**src/u2c_pkg.sv**
```systemverilog
`timescale 1ns / 1ps
// Shared types, constants and the code point to Windows-1251 mapping function.
package u2c_pkg;

    // One decoded character or a terminator, passed from the front end to the mapper.
    typedef struct packed {
        logic        term;   // string terminator
        logic        multi;  // code point came from a multi-byte sequence
        logic [15:0] cp;     // decoded code point
        logic [7:0]  b2;     // first continuation byte, selects the Latin-1 keep bit
    } u2c_entry_t;

    // Sequence length codes: continuation bytes still expected after the lead.
    localparam logic [1:0] SEQ_ONE   = 2'd0;
    localparam logic [1:0] SEQ_TWO   = 2'd1;
    localparam logic [1:0] SEQ_THREE = 2'd2;
    localparam logic [1:0] SEQ_FOUR  = 2'd3;

    localparam logic [31:0] LATIN_KEEP_MASK = 32'hF71C_852E;
    localparam logic [15:0] CYR_OFFSET      = 16'h0350;

    localparam logic [7:0] CYR_UPPER [16] = '{
        8'h00, 8'hA8, 8'h80, 8'h81, 8'hAA, 8'hBD, 8'hB2, 8'hAF,
        8'hA3, 8'h8A, 8'h8C, 8'h8E, 8'h8D, 8'h00, 8'hA1, 8'h8F
    };
    localparam logic [7:0] CYR_LOWER [16] = '{
        8'h00, 8'hB8, 8'h90, 8'h83, 8'hBA, 8'hBE, 8'hB3, 8'hBF,
        8'hBC, 8'h9A, 8'h9C, 8'h9E, 8'h9D, 8'h00, 8'hA2, 8'h9F
    };
    localparam logic [7:0] CYR_PUNCT [16] = '{
        8'h86, 8'h87, 8'h95, 8'h96, 8'h97, 8'h00, 8'h00, 8'h00,
        8'h91, 8'h92, 8'h82, 8'h00, 8'h93, 8'h94, 8'h84, 8'h00
    };

    // Continuation bytes that follow a lead byte.
    function automatic logic [1:0] seq_extra(input logic [7:0] lead);
        logic [1:0] r;
        priority if (lead[7:4] == 4'hF)
            r = SEQ_FOUR;
        else if (lead[7:4] == 4'hE)
            r = SEQ_THREE;
        else if (lead[7:6] == 2'b11)
            r = SEQ_TWO;
        else
            r = SEQ_ONE;
        return r;
    endfunction

    // Map a code point to one Windows-1251 byte; zero means no mapping.
    function automatic logic [7:0] map_cp(input logic [15:0] p, input logic [7:0] b2,
                                          input logic multi);
        logic [15:0] d;
        logic [7:0]  r;
        d = p - CYR_OFFSET;
        priority if (!multi)
            r = p[7:0];
        else if (p[15:5] == 11'h005 && !LATIN_KEEP_MASK[b2[4:0]])
            r = p[7:0];
        else if (p >= 16'h0410 && p <= 16'h044F)
            r = d[7:0];
        else if (p[15:4] == 12'h040)
            r = CYR_UPPER[p[3:0]];
        else if (p[15:4] == 12'h045)
            r = CYR_LOWER[p[3:0]];
        else if (p >= 16'h2013 && p <= 16'h2022)
            r = CYR_PUNCT[p[3:0]];
        else
        begin
            unique case (p)
                16'h0490: r = 8'hA5;
                16'h0491: r = 8'hB4;
                16'h2026: r = 8'h85;
                16'h2030: r = 8'h89;
                16'h2039: r = 8'h8B;
                16'h203A: r = 8'h9B;
                16'h20AC: r = 8'h88;
                16'h2116: r = 8'hB9;
                16'h2122: r = 8'h99;
                default:  r = 8'h00;
            endcase
        end
        return r;
    endfunction

endpackage

```
**src/u2c_front.sv**
```systemverilog
`timescale 1ns / 1ps
// Front end: accepts UTF-8 bytes, assembles sequences and queues decoded code points.
module u2c_front
    import u2c_pkg::*;
(
    input  logic       clk,
    input  logic       rst_n,
    input  logic       in_valid,
    output logic       in_ready,
    input  logic [7:0] in_byte,
    input  logic       q_full,
    output logic       push,
    output u2c_entry_t push_entry
);

    logic [1:0] pend_reg, pend_next;
    logic [7:0] lead_reg, lead_next;
    logic [7:0] sec_reg,  sec_next;
    logic       take;
    logic [1:0] extra_in;
    logic [1:0] extra_lead;

    assign in_ready   = !q_full;
    assign take       = in_valid && in_ready;
    assign extra_in   = seq_extra(in_byte);
    assign extra_lead = seq_extra(lead_reg);

    always_comb
    begin
        pend_next  = pend_reg;
        lead_next  = lead_reg;
        sec_next   = sec_reg;
        push       = 1'b0;
        push_entry = '0;
        if (take)
        begin
            priority if (in_byte == 8'h00)
            begin
                // terminator: drop any pending character
                push            = 1'b1;
                push_entry.term = 1'b1;
                pend_next       = '0;
                lead_next       = '0;
                sec_next        = '0;
            end
            else if (pend_reg == 2'd0)
            begin
                lead_next = in_byte;
                if (extra_in != SEQ_ONE)
                    pend_next = extra_in;
                else if (!in_byte[7])
                begin
                    push          = 1'b1;
                    push_entry.cp = {8'h00, in_byte};
                end
            end
            else if (pend_reg >= 2'd2)
            begin
                sec_next  = in_byte;
                pend_next = pend_reg - 2'd1;
            end
            else
            begin
                pend_next = '0;
                unique case (extra_lead)
                    SEQ_TWO:
                    begin
                        push             = 1'b1;
                        push_entry.multi = 1'b1;
                        push_entry.cp    = {5'd0, lead_reg[4:0], in_byte[5:0]};
                        push_entry.b2    = in_byte;
                    end
                    SEQ_THREE:
                    begin
                        push             = 1'b1;
                        push_entry.multi = 1'b1;
                        push_entry.cp    = {lead_reg[3:0], sec_reg[5:0], in_byte[5:0]};
                        push_entry.b2    = sec_reg;
                    end
                    default: ; // four-byte sequence: drop
                endcase
            end
        end
    end

    always_ff @(posedge clk or negedge rst_n)
    begin
        if (!rst_n)
        begin
            pend_reg <= '0;
            lead_reg <= '0;
            sec_reg  <= '0;
        end
        else
        begin
            pend_reg <= pend_next;
            lead_reg <= lead_next;
            sec_reg  <= sec_next;
        end
    end

    a_term_clears: assert property (@(posedge clk) disable iff (!rst_n)
        take && in_byte == 8'h00 |=> pend_reg == 2'd0)
        else $error("pending sequence not cleared by terminator");

endmodule

```
**src/u2c_fifo.sv**
```systemverilog
`timescale 1ns / 1ps
// Two-entry queue between the front end and the mapper.
module u2c_fifo
    import u2c_pkg::*;
(
    input  logic       clk,
    input  logic       rst_n,
    input  logic       push,
    input  u2c_entry_t push_entry,
    input  logic       pop,
    output u2c_entry_t head,
    output logic       empty,
    output logic       full
);

    u2c_entry_t mem_reg [2];
    logic       wptr_reg, rptr_reg;
    logic [1:0] fill_reg;

    assign empty = (fill_reg == 2'd0);
    assign full  = (fill_reg == 2'd2);
    assign head  = mem_reg[rptr_reg];

    always_ff @(posedge clk)
    begin
        if (push)
            mem_reg[wptr_reg] <= push_entry;
    end

    always_ff @(posedge clk or negedge rst_n)
    begin
        if (!rst_n)
        begin
            wptr_reg <= 1'b0;
            rptr_reg <= 1'b0;
            fill_reg <= '0;
        end
        else
        begin
            if (push)
                wptr_reg <= !wptr_reg;
            if (pop)
                rptr_reg <= !rptr_reg;
            if (push && !pop)
                fill_reg <= fill_reg + 2'd1;
            else if (pop && !push)
                fill_reg <= fill_reg - 2'd1;
        end
    end

    a_no_overflow: assert property (@(posedge clk) disable iff (!rst_n)
        push |-> !full)
        else $error("push into full queue");
    a_no_underflow: assert property (@(posedge clk) disable iff (!rst_n)
        pop |-> !empty)
        else $error("pop from empty queue");

endmodule

```
**src/u2c_back.sv**
```systemverilog
`timescale 1ns / 1ps
// Back end: maps queued code points, counts characters and holds the output register.
module u2c_back
    import u2c_pkg::*;
#(
    parameter int COUNT_BITS = 16
)
(
    input  logic       clk,
    input  logic       rst_n,
    input  u2c_entry_t head,
    input  logic       empty,
    output logic       pop,
    output logic       out_valid,
    input  logic       out_ready,
    output logic [7:0] out_byte,
    output logic       end_of_string,
    output logic [15:0] char_count
);

    localparam int WideBits = (COUNT_BITS > 16) ? COUNT_BITS : 16;

    logic [COUNT_BITS-1:0] cnt_reg, cnt_next;
    logic [WideBits-1:0]   cnt_wide;
    logic [15:0]           cnt_sat;
    logic                  valid_reg, valid_next;
    logic [7:0]            byte_reg, byte_next;
    logic                  eos_reg, eos_next;
    logic [15:0]           count_reg, count_next;
    logic [7:0]            code;
    logic                  load;

    assign cnt_wide = WideBits'(cnt_reg);
    assign cnt_sat  = (cnt_wide > WideBits'(16'hFFFF)) ? 16'hFFFF : cnt_wide[15:0];
    assign code     = map_cp(head.cp, head.b2, head.multi);
    assign pop      = !empty && (!valid_reg || out_ready);
    assign load     = pop && (head.term || code != 8'h00);

    always_comb
    begin
        cnt_next   = cnt_reg;
        valid_next = valid_reg && !out_ready;
        byte_next  = byte_reg;
        eos_next   = eos_reg;
        count_next = count_reg;
        if (load)
        begin
            valid_next = 1'b1;
            if (head.term)
            begin
                byte_next  = 8'h00;
                eos_next   = 1'b1;
                count_next = cnt_sat;
                cnt_next   = '0;
            end
            else
            begin
                byte_next  = code;
                eos_next   = 1'b0;
                count_next = '0;
                if (cnt_reg != '1)
                    cnt_next = cnt_reg + 1'b1;
            end
        end
    end

    always_ff @(posedge clk or negedge rst_n)
    begin
        if (!rst_n)
        begin
            cnt_reg   <= '0;
            valid_reg <= 1'b0;
        end
        else
        begin
            cnt_reg   <= cnt_next;
            valid_reg <= valid_next;
        end
    end

    always_ff @(posedge clk)
    begin
        byte_reg  <= byte_next;
        eos_reg   <= eos_next;
        count_reg <= count_next;
    end

    assign out_valid     = valid_reg;
    assign out_byte      = byte_reg;
    assign end_of_string = eos_reg;
    assign char_count    = count_reg;

    a_term_resets_count: assert property (@(posedge clk) disable iff (!rst_n)
        load && head.term |=> cnt_reg == '0)
        else $error("count not cleared after terminator");
    a_char_shape: assert property (@(posedge clk) disable iff (!rst_n)
        valid_reg && !eos_reg |-> byte_reg != 8'h00 && count_reg == 16'h0000)
        else $error("character result with zero code or nonzero count");

endmodule

```
**src/utf8_to_cp1251_stream_top.sv**
```systemverilog
`timescale 1ns / 1ps
// UTF-8 to Windows-1251 stream converter, top level.
// Throughput: one input byte per cycle while out_ready stays high; the queue moves one item
//   per cycle each way. A byte that completes a character or ends the string is written
//   into the queue when accepted, then mapped into the output register when the back end
//   pops it, which waits while a held result is not yet taken.
// Bytes that only start or continue a sequence, and unmappable characters, produce no item.
// Reset (rst_n, asynchronous, active low) clears the sequence state, the queue,
//   the character count and the output valid flag; no clearing pass is needed.
module utf8_to_cp1251_stream_top
    import u2c_pkg::*;
#(
    parameter int COUNT_BITS = 16
)
(
    input  logic        clk,
    input  logic        rst_n,
    input  logic        in_valid,
    output logic        in_ready,
    input  logic [7:0]  in_byte,
    output logic        out_valid,
    input  logic        out_ready,
    output logic [7:0]  out_byte,
    output logic        end_of_string,
    output logic [15:0] char_count
);

    // Front end to queue: one decoded character or terminator per push.
    logic       push;
    u2c_entry_t push_entry;
    logic       q_full;

    // Queue to back end.
    u2c_entry_t head;
    logic       q_empty;
    logic       pop;

    // Assemble UTF-8 sequences; stall input only when the queue is full.
    u2c_front u_front (
        .clk        (clk),
        .rst_n      (rst_n),
        .in_valid   (in_valid),
        .in_ready   (in_ready),
        .in_byte    (in_byte),
        .q_full     (q_full),
        .push       (push),
        .push_entry (push_entry)
    );

    // Decouple the decoder from output backpressure.
    u2c_fifo u_fifo (
        .clk        (clk),
        .rst_n      (rst_n),
        .push       (push),
        .push_entry (push_entry),
        .pop        (pop),
        .head       (head),
        .empty      (q_empty),
        .full       (q_full)
    );

    // Map code points, drop unmapped ones, count and emit the terminator.
    u2c_back #(
        .COUNT_BITS (COUNT_BITS)
    ) u_back (
        .clk           (clk),
        .rst_n         (rst_n),
        .head          (head),
        .empty         (q_empty),
        .pop           (pop),
        .out_valid     (out_valid),
        .out_ready     (out_ready),
        .out_byte      (out_byte),
        .end_of_string (end_of_string),
        .char_count    (char_count)
    );

endmodule
```
**config.mk**
```make
export PLATFORM = sky130hd
export DESIGN_NAME = utf8_to_cp1251_stream_top
export DESIGN_NICKNAME = d
export VERILOG_FILES = /design/src/u2c_pkg.sv /design/src/u2c_front.sv /design/src/u2c_fifo.sv /design/src/u2c_back.sv /design/src/utf8_to_cp1251_stream_top.sv
export SDC_FILE = /design/constraint.sdc
export NUM_CORES = 1
export LEC_CHECK = 0
export BUFFER_PORTS_ARGS = -buffer_cell sky130_fd_sc_hd__buf_2
export CAP_MARGIN = 10
export CORE_ASPECT_RATIO = 0.75
export CORE_MARGIN = 2
export CORE_UTILIZATION = 66
export DETAILED_ROUTE_END_ITERATION = 16
export PLACE_DENSITY = 0.82
export SYNTH_ARGS = -nofsm -noshare
export SYNTH_HDL_FRONTEND = slang
export SYNTH_SLANG_ARGS = --single-unit
```
**constraint.sdc**
```tcl
create_clock -name clk -period 8 [get_ports clk]
set_input_delay 1.6 -clock clk [delete_from_list [all_inputs] [get_ports clk]]
set_output_delay 1.6 -clock clk [all_outputs]
set_load 0.005 [all_outputs]
```
==> results.txt, run 1 <==
----------------------------------------------------
[Clock tree]
  Clock tree root buffer cell ... clkbuf_16
  Resize count post-CTS ... 0
  Post-CTS Setup Bufs ... 0
  Hold_buf cts ... 0
  Clock tree from TritonCTS ... done
  Number of buffers inserted during clock tree synthesis ... 9
  Deepest clock path buffer count ... 2
  Clk_lat worst skew ... ~340 ps
  Post-CTS clock slew at the launch and capture registers of the worst setup and hold paths ... 70 ps
  Number of clock sinks ... roughly 110
  H-Tree Depth ... 3

[Finish]
  Non-filler cells, final ... 715
  Area added between synthesis and finish ... 10.6%
  Max reg flops ... 46
  Sequential standard cell area ... roughly 0.003 mm^2
  Number of fillers in the final layout ... 589
  Final nets ... roughly 620
  Antenna fix cells ... 0
  Share of layout cells above drive strength 1 ... 14.9%
  Area of all placed cells without fillers ... 0.00661 mm^2
  Area used by multi-input combinational logic ... roughly 0.0028 mm^2

[Global route]
  Global route total overflow ... 0
  Initial antenna violation count ... 0
  Number of global-route vias before repair ... about 4500
  Largest net degree at the start of global routing ... 51
  First-pass GRT wire length ... 23300 um
  Total Routing Usage GR ... a little under a third

[Floorplanning]
  Ports placed on the boundary ... 39
  Floorplan die height ... about 86 um
  Cell Rows ... 30
  Area of the die ... ~0.01 mm^2
  Width of the die ... around 110 um
  Effective utilization at floorplan ... between 60 and 70%
  Core outline area ... about 0.0089 mm^2

[Detailed routing]
  Number of DRC markers after the initial detailed-route iteration ... between 600 and 700
  Total via count after detailed routing ... between 4000 and 5000
  Routed wire length ... between 10000 and 15000 um
  Drt via density ... between 6 and 7
  Number of nets with antenna violations after detailed routing ... 0
  Wire length per cell after detailed routing ... between 20 and 25 um
  Number of search-and-repair iterations in the first detailed-routing pass ... 5
  DRC ... 0

[Timing]
  Final setup violation count ... 0
  Portion of the clock cycle consumed by the worst path in the final layout ... 66.9%
  Worst setup slack after layout ... ~2600 ps
  Peak Freq ... ~190 MHz
  Fin Setup TNS ... 0 ps
  Count of final hold-check violations ... 0
  Worst slew slack as a fraction of its limit ... 20.0%
  Final worst path period need ... 5350 ps
  Final worst clock skew ... approximately 5.3 ps
  Setup repair after global routing missed its margin ... no
  Final number of max-transition violations ... 0
  Worst Tran Pin Value ... between 1000 and 1500 ps

[Synth]
  Share of the synthesized netlist area taken by xor and xnor gates ... 0.586%
  Number of standard cells after synthesis ... between 500 and 600
  Compound-Gate Fraction of Synth Area ... between 15 and 20%
  Sequential area share after synthesis ... roughly 51%
  Most area-consuming cells after synthesis ... edfxtp_1, dfrtp_1, mux2_2
  Area share of and/or/nand/nor cells after synthesis ... 21.8%
  Distinct cells, synth ... between 60 and 70
  Number of enable flip-flop cells after synthesis ... ~70
  Multiplexer fraction of the synthesized cell area ... under 10%
  Per-instance average area after synthesis ... around 11 um^2
  Netlist Area Pre-Place ... about 0.006 mm^2
  Dominant combinational cell family by area after synthesis ... simple AND/OR/NAND/NOR gates
  Yosys warning total ... 0
  Synth top area share ... a little over a third
  Most instantiated flip-flop cell in the synthesis netlist ... edfxtp_1
  Dominant cell by count in the synthesized netlist ... edfxtp_1
  Dominant cell type by area after synthesis ... edfxtp_1
  Proportion of synthesized flip-flops having asynchronous set or reset ... between 30% and 40%
  Share of synthesized cell area in full adder, half adder and majority cells ... 2.30%
  Most common library cells after synthesis ... edfxtp_1, nand2_1, a21oi_1, dfrtp_1, and2_1
  Post-Syn Nets ... slightly below 600
  Flip-flop and latch count after synthesis ... 108

[Critical path]
  Setup crit end kind ... flop
  Worst reg2reg path startpoint ... u_fifo.rptr_reg$_DFFE_PN0P_
  Endpoint arrival time on the critical path ... between 5000 and 6000 ps
  Crit Path Class ... flop to flop
  Req. time, crit path ... between 8000 and 9000 ps
  Kind of cell adding the most delay to the critical path ... compound AO/OA/AOI/OAI gates
  Capture instance of the worst register-to-register path ... u_back.cnt_reg[0]$_DFFE_PN0P_
  Biggest fanout along the worst timing path ... 50
  Critical path buffer and inverter count ... 4
  Depth of the worst register-to-register path ... 15
  Cell breakdown of the critical path ... buf_4 -> mux2i_1 -> inv_1 -> ha_1 -> and2_1 -> o2bb2ai_1 -> nor3_1 -> a2111oi_0 -> nor3_1 -> a2111o_1 -> nor4_4 -> buf_4 -> nor2_2 -> buf_8 -> a22o_1
  Type of element launching the critical path ... flop
  Minimum setup slack among reg-to-reg paths ... about 2600 ps
  Critical path's slowest cell ... mux2i_1
  Critical path's largest stage delay ... 780 ps

[Job]
  Maximum capacitance violations ... 0

[Min path]
  Path type of the worst min-delay path ... flop to flop
  Hold path start ... u_front.sec_reg[5]$_DFFE_PN0P_
  Worst hold endpoint ... u_front.sec_reg[5]$_DFFE_PN0P_
  Hold depth ... 1

[Placed design]
  Placer congestion estimate ... 1.02
  Setup slack at placement ... about 2700 ps
  Placed Instance Area ... approximately 0.0063 mm^2
  Placed Cells ... between 600 and 700
  Count of input and output buffers ... 38
  Detail Placement HPWL ... approximately 10000 um

[Power and ir drop]
  Part of the power in the clock network ... between 20% and 30%
  Final Total Pwr ... roughly 0.0022 W
  Switching power of the nets ... between 0.0008 and 0.0009 W
  Peak VDD IR ... between 0.2 and 0.3 mV
  Leakage power total ... 2.52 nW
  Switching power as a share of total power ... between 30 and 40%
  Part of the power in registers ... 39.6%
  Cell-internal power ... 0.00138 W
  Power density over the cells ... approximately 330 mW/mm^2
  Logic pwr share ... a little under two fifths

[Status]
  Status ... finished, final reports clean

----------------------------------------------------
power groups by stage:
stage | logic, W | registers, W | clock network (W)
floorplan | 0.000577 | 0.000866 | 0
global placement | 0.000797 | 0.000871 | 0
detailed placement | 0.000815 | 0.000882 | 0
CTS | 0.000820 | 0.000873 | 0.000487
global route | 0.000920 | 0.000890 | 0.000511
finish | 0.000843 | 0.000873 | 0.000487
cells by family after synthesis:
| kind of cell | Yosys count |
|---|---|
| AND/OR/NAND/NOR | 231 |
| AO/OA/AOI/OAI | 136 |
| flip-flops | 108 |
| buffers and inverters | 40 |
| multiplexers | 35 |
| adder cells (fa/ha/maj) | 11 |
| XOR/XNOR | 4 |
cell usage in the layout (no fill, tap or decap), drive strengths merged, types with 6 or more instances in the layout:
master	instances
edfxtp	71
nand2	43
buf	43
a21oi	38
dfrtp	37
and2	35
nor2	32
o21ai	24
mux2	20
inv	20
or3	18
nand3	17
mux2i	15
clkbuf	13
nand2b	11
ha	11
and3	10
nor3	8
nor3b	7
o21a	7
o211ai	7
nand4	7
nor4	7
a31oi	6
a211oi	6
nand3b	6
o31ai	6
routing by layer:
| layer | part of all wire [%] | global-route usage, % |
|---|---|---|
| met2 | 46 | 47.3 |
| met3 | 7.8 | 5.52 |
| met5 | 0 | 0 |
| met1 | 45 | 45.8 |
| met4 | 1.6 | 7.98 |
metrics by stage:
step	util, %	hold WS, ps
after global placement	70.0	481
after CTS	73.9	508
after global routing	74.0	533
after detailed placement	70.0	492
final	74.0	510
after floorplan	-	464
worst max path at each step:
stage	slack, ps	from	cells past startpoint	endpoint
after global placement	2960	u_fifo.rptr_reg$_DFFE_PN0P_	15	u_back.cnt_reg[0]$_DFFE_PN0P_
after floorplan	3200	u_fifo.rptr_reg$_DFFE_PN0P_	16	u_back.char_count[0]$_SDFFCE_PN0P_
after global routing	2450	u_fifo.rptr_reg$_DFFE_PN0P_	15	u_back.cnt_reg[0]$_DFFE_PN0P_
final	2650	u_fifo.rptr_reg$_DFFE_PN0P_	15	u_back.cnt_reg[0]$_DFFE_PN0P_
after CTS	2730	u_fifo.rptr_reg$_DFFE_PN0P_	13	u_back.char_count[0]$_SDFFCE_PN0P_
after detailed placement	2750	u_fifo.rptr_reg$_DFFE_PN0P_	13	u_back.out_byte[5]$_SDFFCE_PP0P_
final cells by class:
| type | instances | area share [%] |
|---|---|---|
| Clock buffer | 13 | 4.75 |
| Clock inverter | 3 | 0.416 |
| Inverter | 19 | 1.08 |
| Multi-Input combinational cell | 417 | 41.8 |
| Sequential cell | 108 | 46.2 |
| Tap cell | 112 | 2.12 |
| Timing Repair Buffer | 43 | 3.56 |
Power figures use the tool's default switching activity.
==> inputs of run 2 (changes only) <==
- CORE_UTILIZATION: 66 -> 61
- PLACE_DENSITY: 0.82 -> 0.76
- clock period: 8 -> 5.15 ns (I/O delays scaled with it)
==> run 2 against run 1 <==
Sequential share of layout area down 0.10 points. First-iteration DRC count shrank 21%. Total power rose by 53%. Cell count increased by 3.2%. Maximum frequency grew 23%.
==> results.txt, run 2 (synthesized netlist as in run 1, its figures left out) <==
----------------------------------------------------
[Clock tree]
  Post-CTS clock slew at the launch and capture registers of the worst setup and hold paths ... about 70 ps
  Clock tree from TritonCTS ... done
  Post-CTS Setup Bufs ... 0
  Deepest clock path buffer count ... 2
  Resize count post-CTS ... 0
  H-Tree Depth ... 3
  Hold_buf cts ... 0
  Clock tree root buffer cell ... clkbuf_16
  Number of buffers inserted during clock tree synthesis ... 9
  Number of clock sinks ... approximately 110
  Clk_lat worst skew ... around 350 ps

[Placed design]
  Placed Cells ... a little over 700
  Setup slack at placement ... 860 ps
  Detail Placement HPWL ... a little over 10000 um
  Placed Instance Area ... about 0.0063 mm^2
  Placer congestion estimate ... about 1
  Count of input and output buffers ... 38

[Global route]
  Global route total overflow ... 0
  Total Routing Usage GR ... between 20% and 30%
  Largest net degree at the start of global routing ... 46
  First-pass GRT wire length ... 23000 um
  Number of global-route vias before repair ... between 4000 and 5000
  Initial antenna violation count ... 0

[Finish]
  Max reg flops ... 46
  Area added between synthesis and finish ... 10.8%
  Leading cell type in the layout, fill and taps excluded ... edfxtp_1
  Final nets ... ~620
  Area of all placed cells without fillers ... around 0.0066 mm^2
  Commonest non-fill, non-tap cells in the layout ... edfxtp_1, nand2_1, a21oi_1, buf_2, dfrtp_1
  Antenna fix cells ... 0
  Share of layout cells above drive strength 1 ... roughly 15%
  Non-filler cells, final ... about 740

[Critical path]
  Launching instance or port of the critical path ... u_fifo.rptr_reg$_DFFE_PN0P_
  Biggest fanout along the worst timing path ... 45
  Setup crit end kind ... flop
  End of the critical path ... u_back.cnt_reg[0]$_DFFE_PN0P_
  Capture instance of the worst register-to-register path ... u_back.cnt_reg[0]$_DFFE_PN0P_
  Type of element launching the critical path ... flop
  Crit Path Class ... flop to flop
  Minimum setup slack among reg-to-reg paths ... ~790 ps
  Depth of the worst register-to-register path ... 13
  Req. time, crit path ... between 5000 and 6000 ps
  Worst reg2reg path startpoint ... u_fifo.rptr_reg$_DFFE_PN0P_
  Endpoint arrival time on the critical path ... roughly 4600 ps

[Floorplanning]
  Width of the die ... ~120 um
  Ports placed on the boundary ... 39
  Floorplan die height ... between 80 and 90 um
  Effective utilization at floorplan ... 62.4%
  Cell Rows ... 31
  Core outline area ... 0.00958 mm^2
  Area of the die ... ~0.011 mm^2

[Power and ir drop]
  Power density over the cells ... ~500 mW/mm^2
  Peak VDD IR ... 0.388 mV
  Leakage power total ... roughly 2.5 nW

[Status]
  Status ... finished, final reports clean

[Detailed routing]
  Total via count after detailed routing ... between 4000 and 5000
  DRC ... 0
  Wire length per cell after detailed routing ... between 15 and 20 um
  Number of search-and-repair iterations in the first detailed-routing pass ... 5
  Routed wire length ... about 14000 um
  Number of nets with antenna violations after detailed routing ... 0
  Number of DRC markers after the initial detailed-route iteration ... around 550
  Drt via density ... between 6 and 7

[Timing]
  Final number of max-transition violations ... 0
  Worst slew slack as a fraction of its limit ... between 20% and 30%
  Final setup violation count ... 0
  Peak Freq ... 229 MHz
  Fin Setup TNS ... 0 ps
  Count of final hold-check violations ... 0
  Worst Tran Pin Value ... roughly 1100 ps
  Portion of the clock cycle consumed by the worst path in the final layout ... between 80 and 90%
  Setup repair after global routing missed its margin ... no
  Final worst path period need ... 4360 ps
  Worst setup slack after layout ... 790 ps
  Final worst clock skew ... just over 10 ps
  Hold WS ... roughly 500 ps

[Min path]
  Hold depth ... 1
  Path type of the worst min-delay path ... flop to flop

[Job]
  Maximum capacitance violations ... 0

----------------------------------------------------
run 2: layer usage:
layer | global-route usage [%] | part of all wire (%) | vias to the layer above
met5 | 0 | 0 | -
met4 | 9.54 | 2.2 | 0
met3 | 5.08 | 7.5 | 30
met2 | 40.9 | 44 | 218
met1 | 40.7 | 47 | 2246
li1 | - | - | 2216
run 2: layout make-up:
type	count	area [um^2]
repair buffers	46	250
well taps	132	165
flip-flops and latches	108	3060
multi-input cells	417	2770
clock buffers	14	297
fillers	725	2950
inverters	19	71.3
clock inverters	2	20.0
run 2: metrics by stage:
step / util (%) / total power [W]
2_1_floorplan: - / 0.00224
4_1_cts: 69.2 / 0.00337
5_1_grt: 69.2 / 0.00356
3_3_place_gp: 65.9 / 0.00263
3_5_place_dp: 65.9 / 0.00265
6_report: 69.2 / 0.00337
run 2: worst min-delay path by stage:
| stage | slack (ps) | start | end |
|---|---|---|---|
| final | 500 | u_fifo.fill_reg[1]$_DFFE_PN0P_ | u_fifo.fill_reg[1]$_DFFE_PN0P_ |
| after global routing | 520 | u_fifo.fill_reg[1]$_DFFE_PN0P_ | u_fifo.fill_reg[1]$_DFFE_PN0P_ |
| after CTS | 510 | u_fifo.fill_reg[1]$_DFFE_PN0P_ | u_fifo.fill_reg[1]$_DFFE_PN0P_ |
| after detailed placement | 500 | u_fifo.fill_reg[1]$_DFFE_PN0P_ | u_fifo.fill_reg[1]$_DFFE_PN0P_ |
| after global placement | 480 | u_fifo.fill_reg[1]$_DFFE_PN0P_ | u_fifo.fill_reg[1]$_DFFE_PN0P_ |
| after floorplan | 460 | u_fifo.fill_reg[1]$_DFFE_PN0P_ | u_fifo.fill_reg[1]$_DFFE_PN0P_ |
run 2: critical path, stage by stage, from the launching register on:
cell and delay (ps):
dfrtp_1 570, buf_4 470, nor4b_1 550, o22ai_1 190
nand3b_1 200, o21ai_0 220, buf_4 230, mux2_2 360
nor3_1 300, a2111o_1 200, nor4_4 70, buf_4 240
or3_1 400, a22o_1 240
run 2: where the power goes:
| part | total, W | switching, W | internal [W] |
|---|---|---|---|
| registers | 0.00135 | 0.000140 | 0.00121 |
| logic | 0.00130 | 0.000805 | 0.000499 |
| clock network | 0.000711 | 0.000305 | 0.000406 |
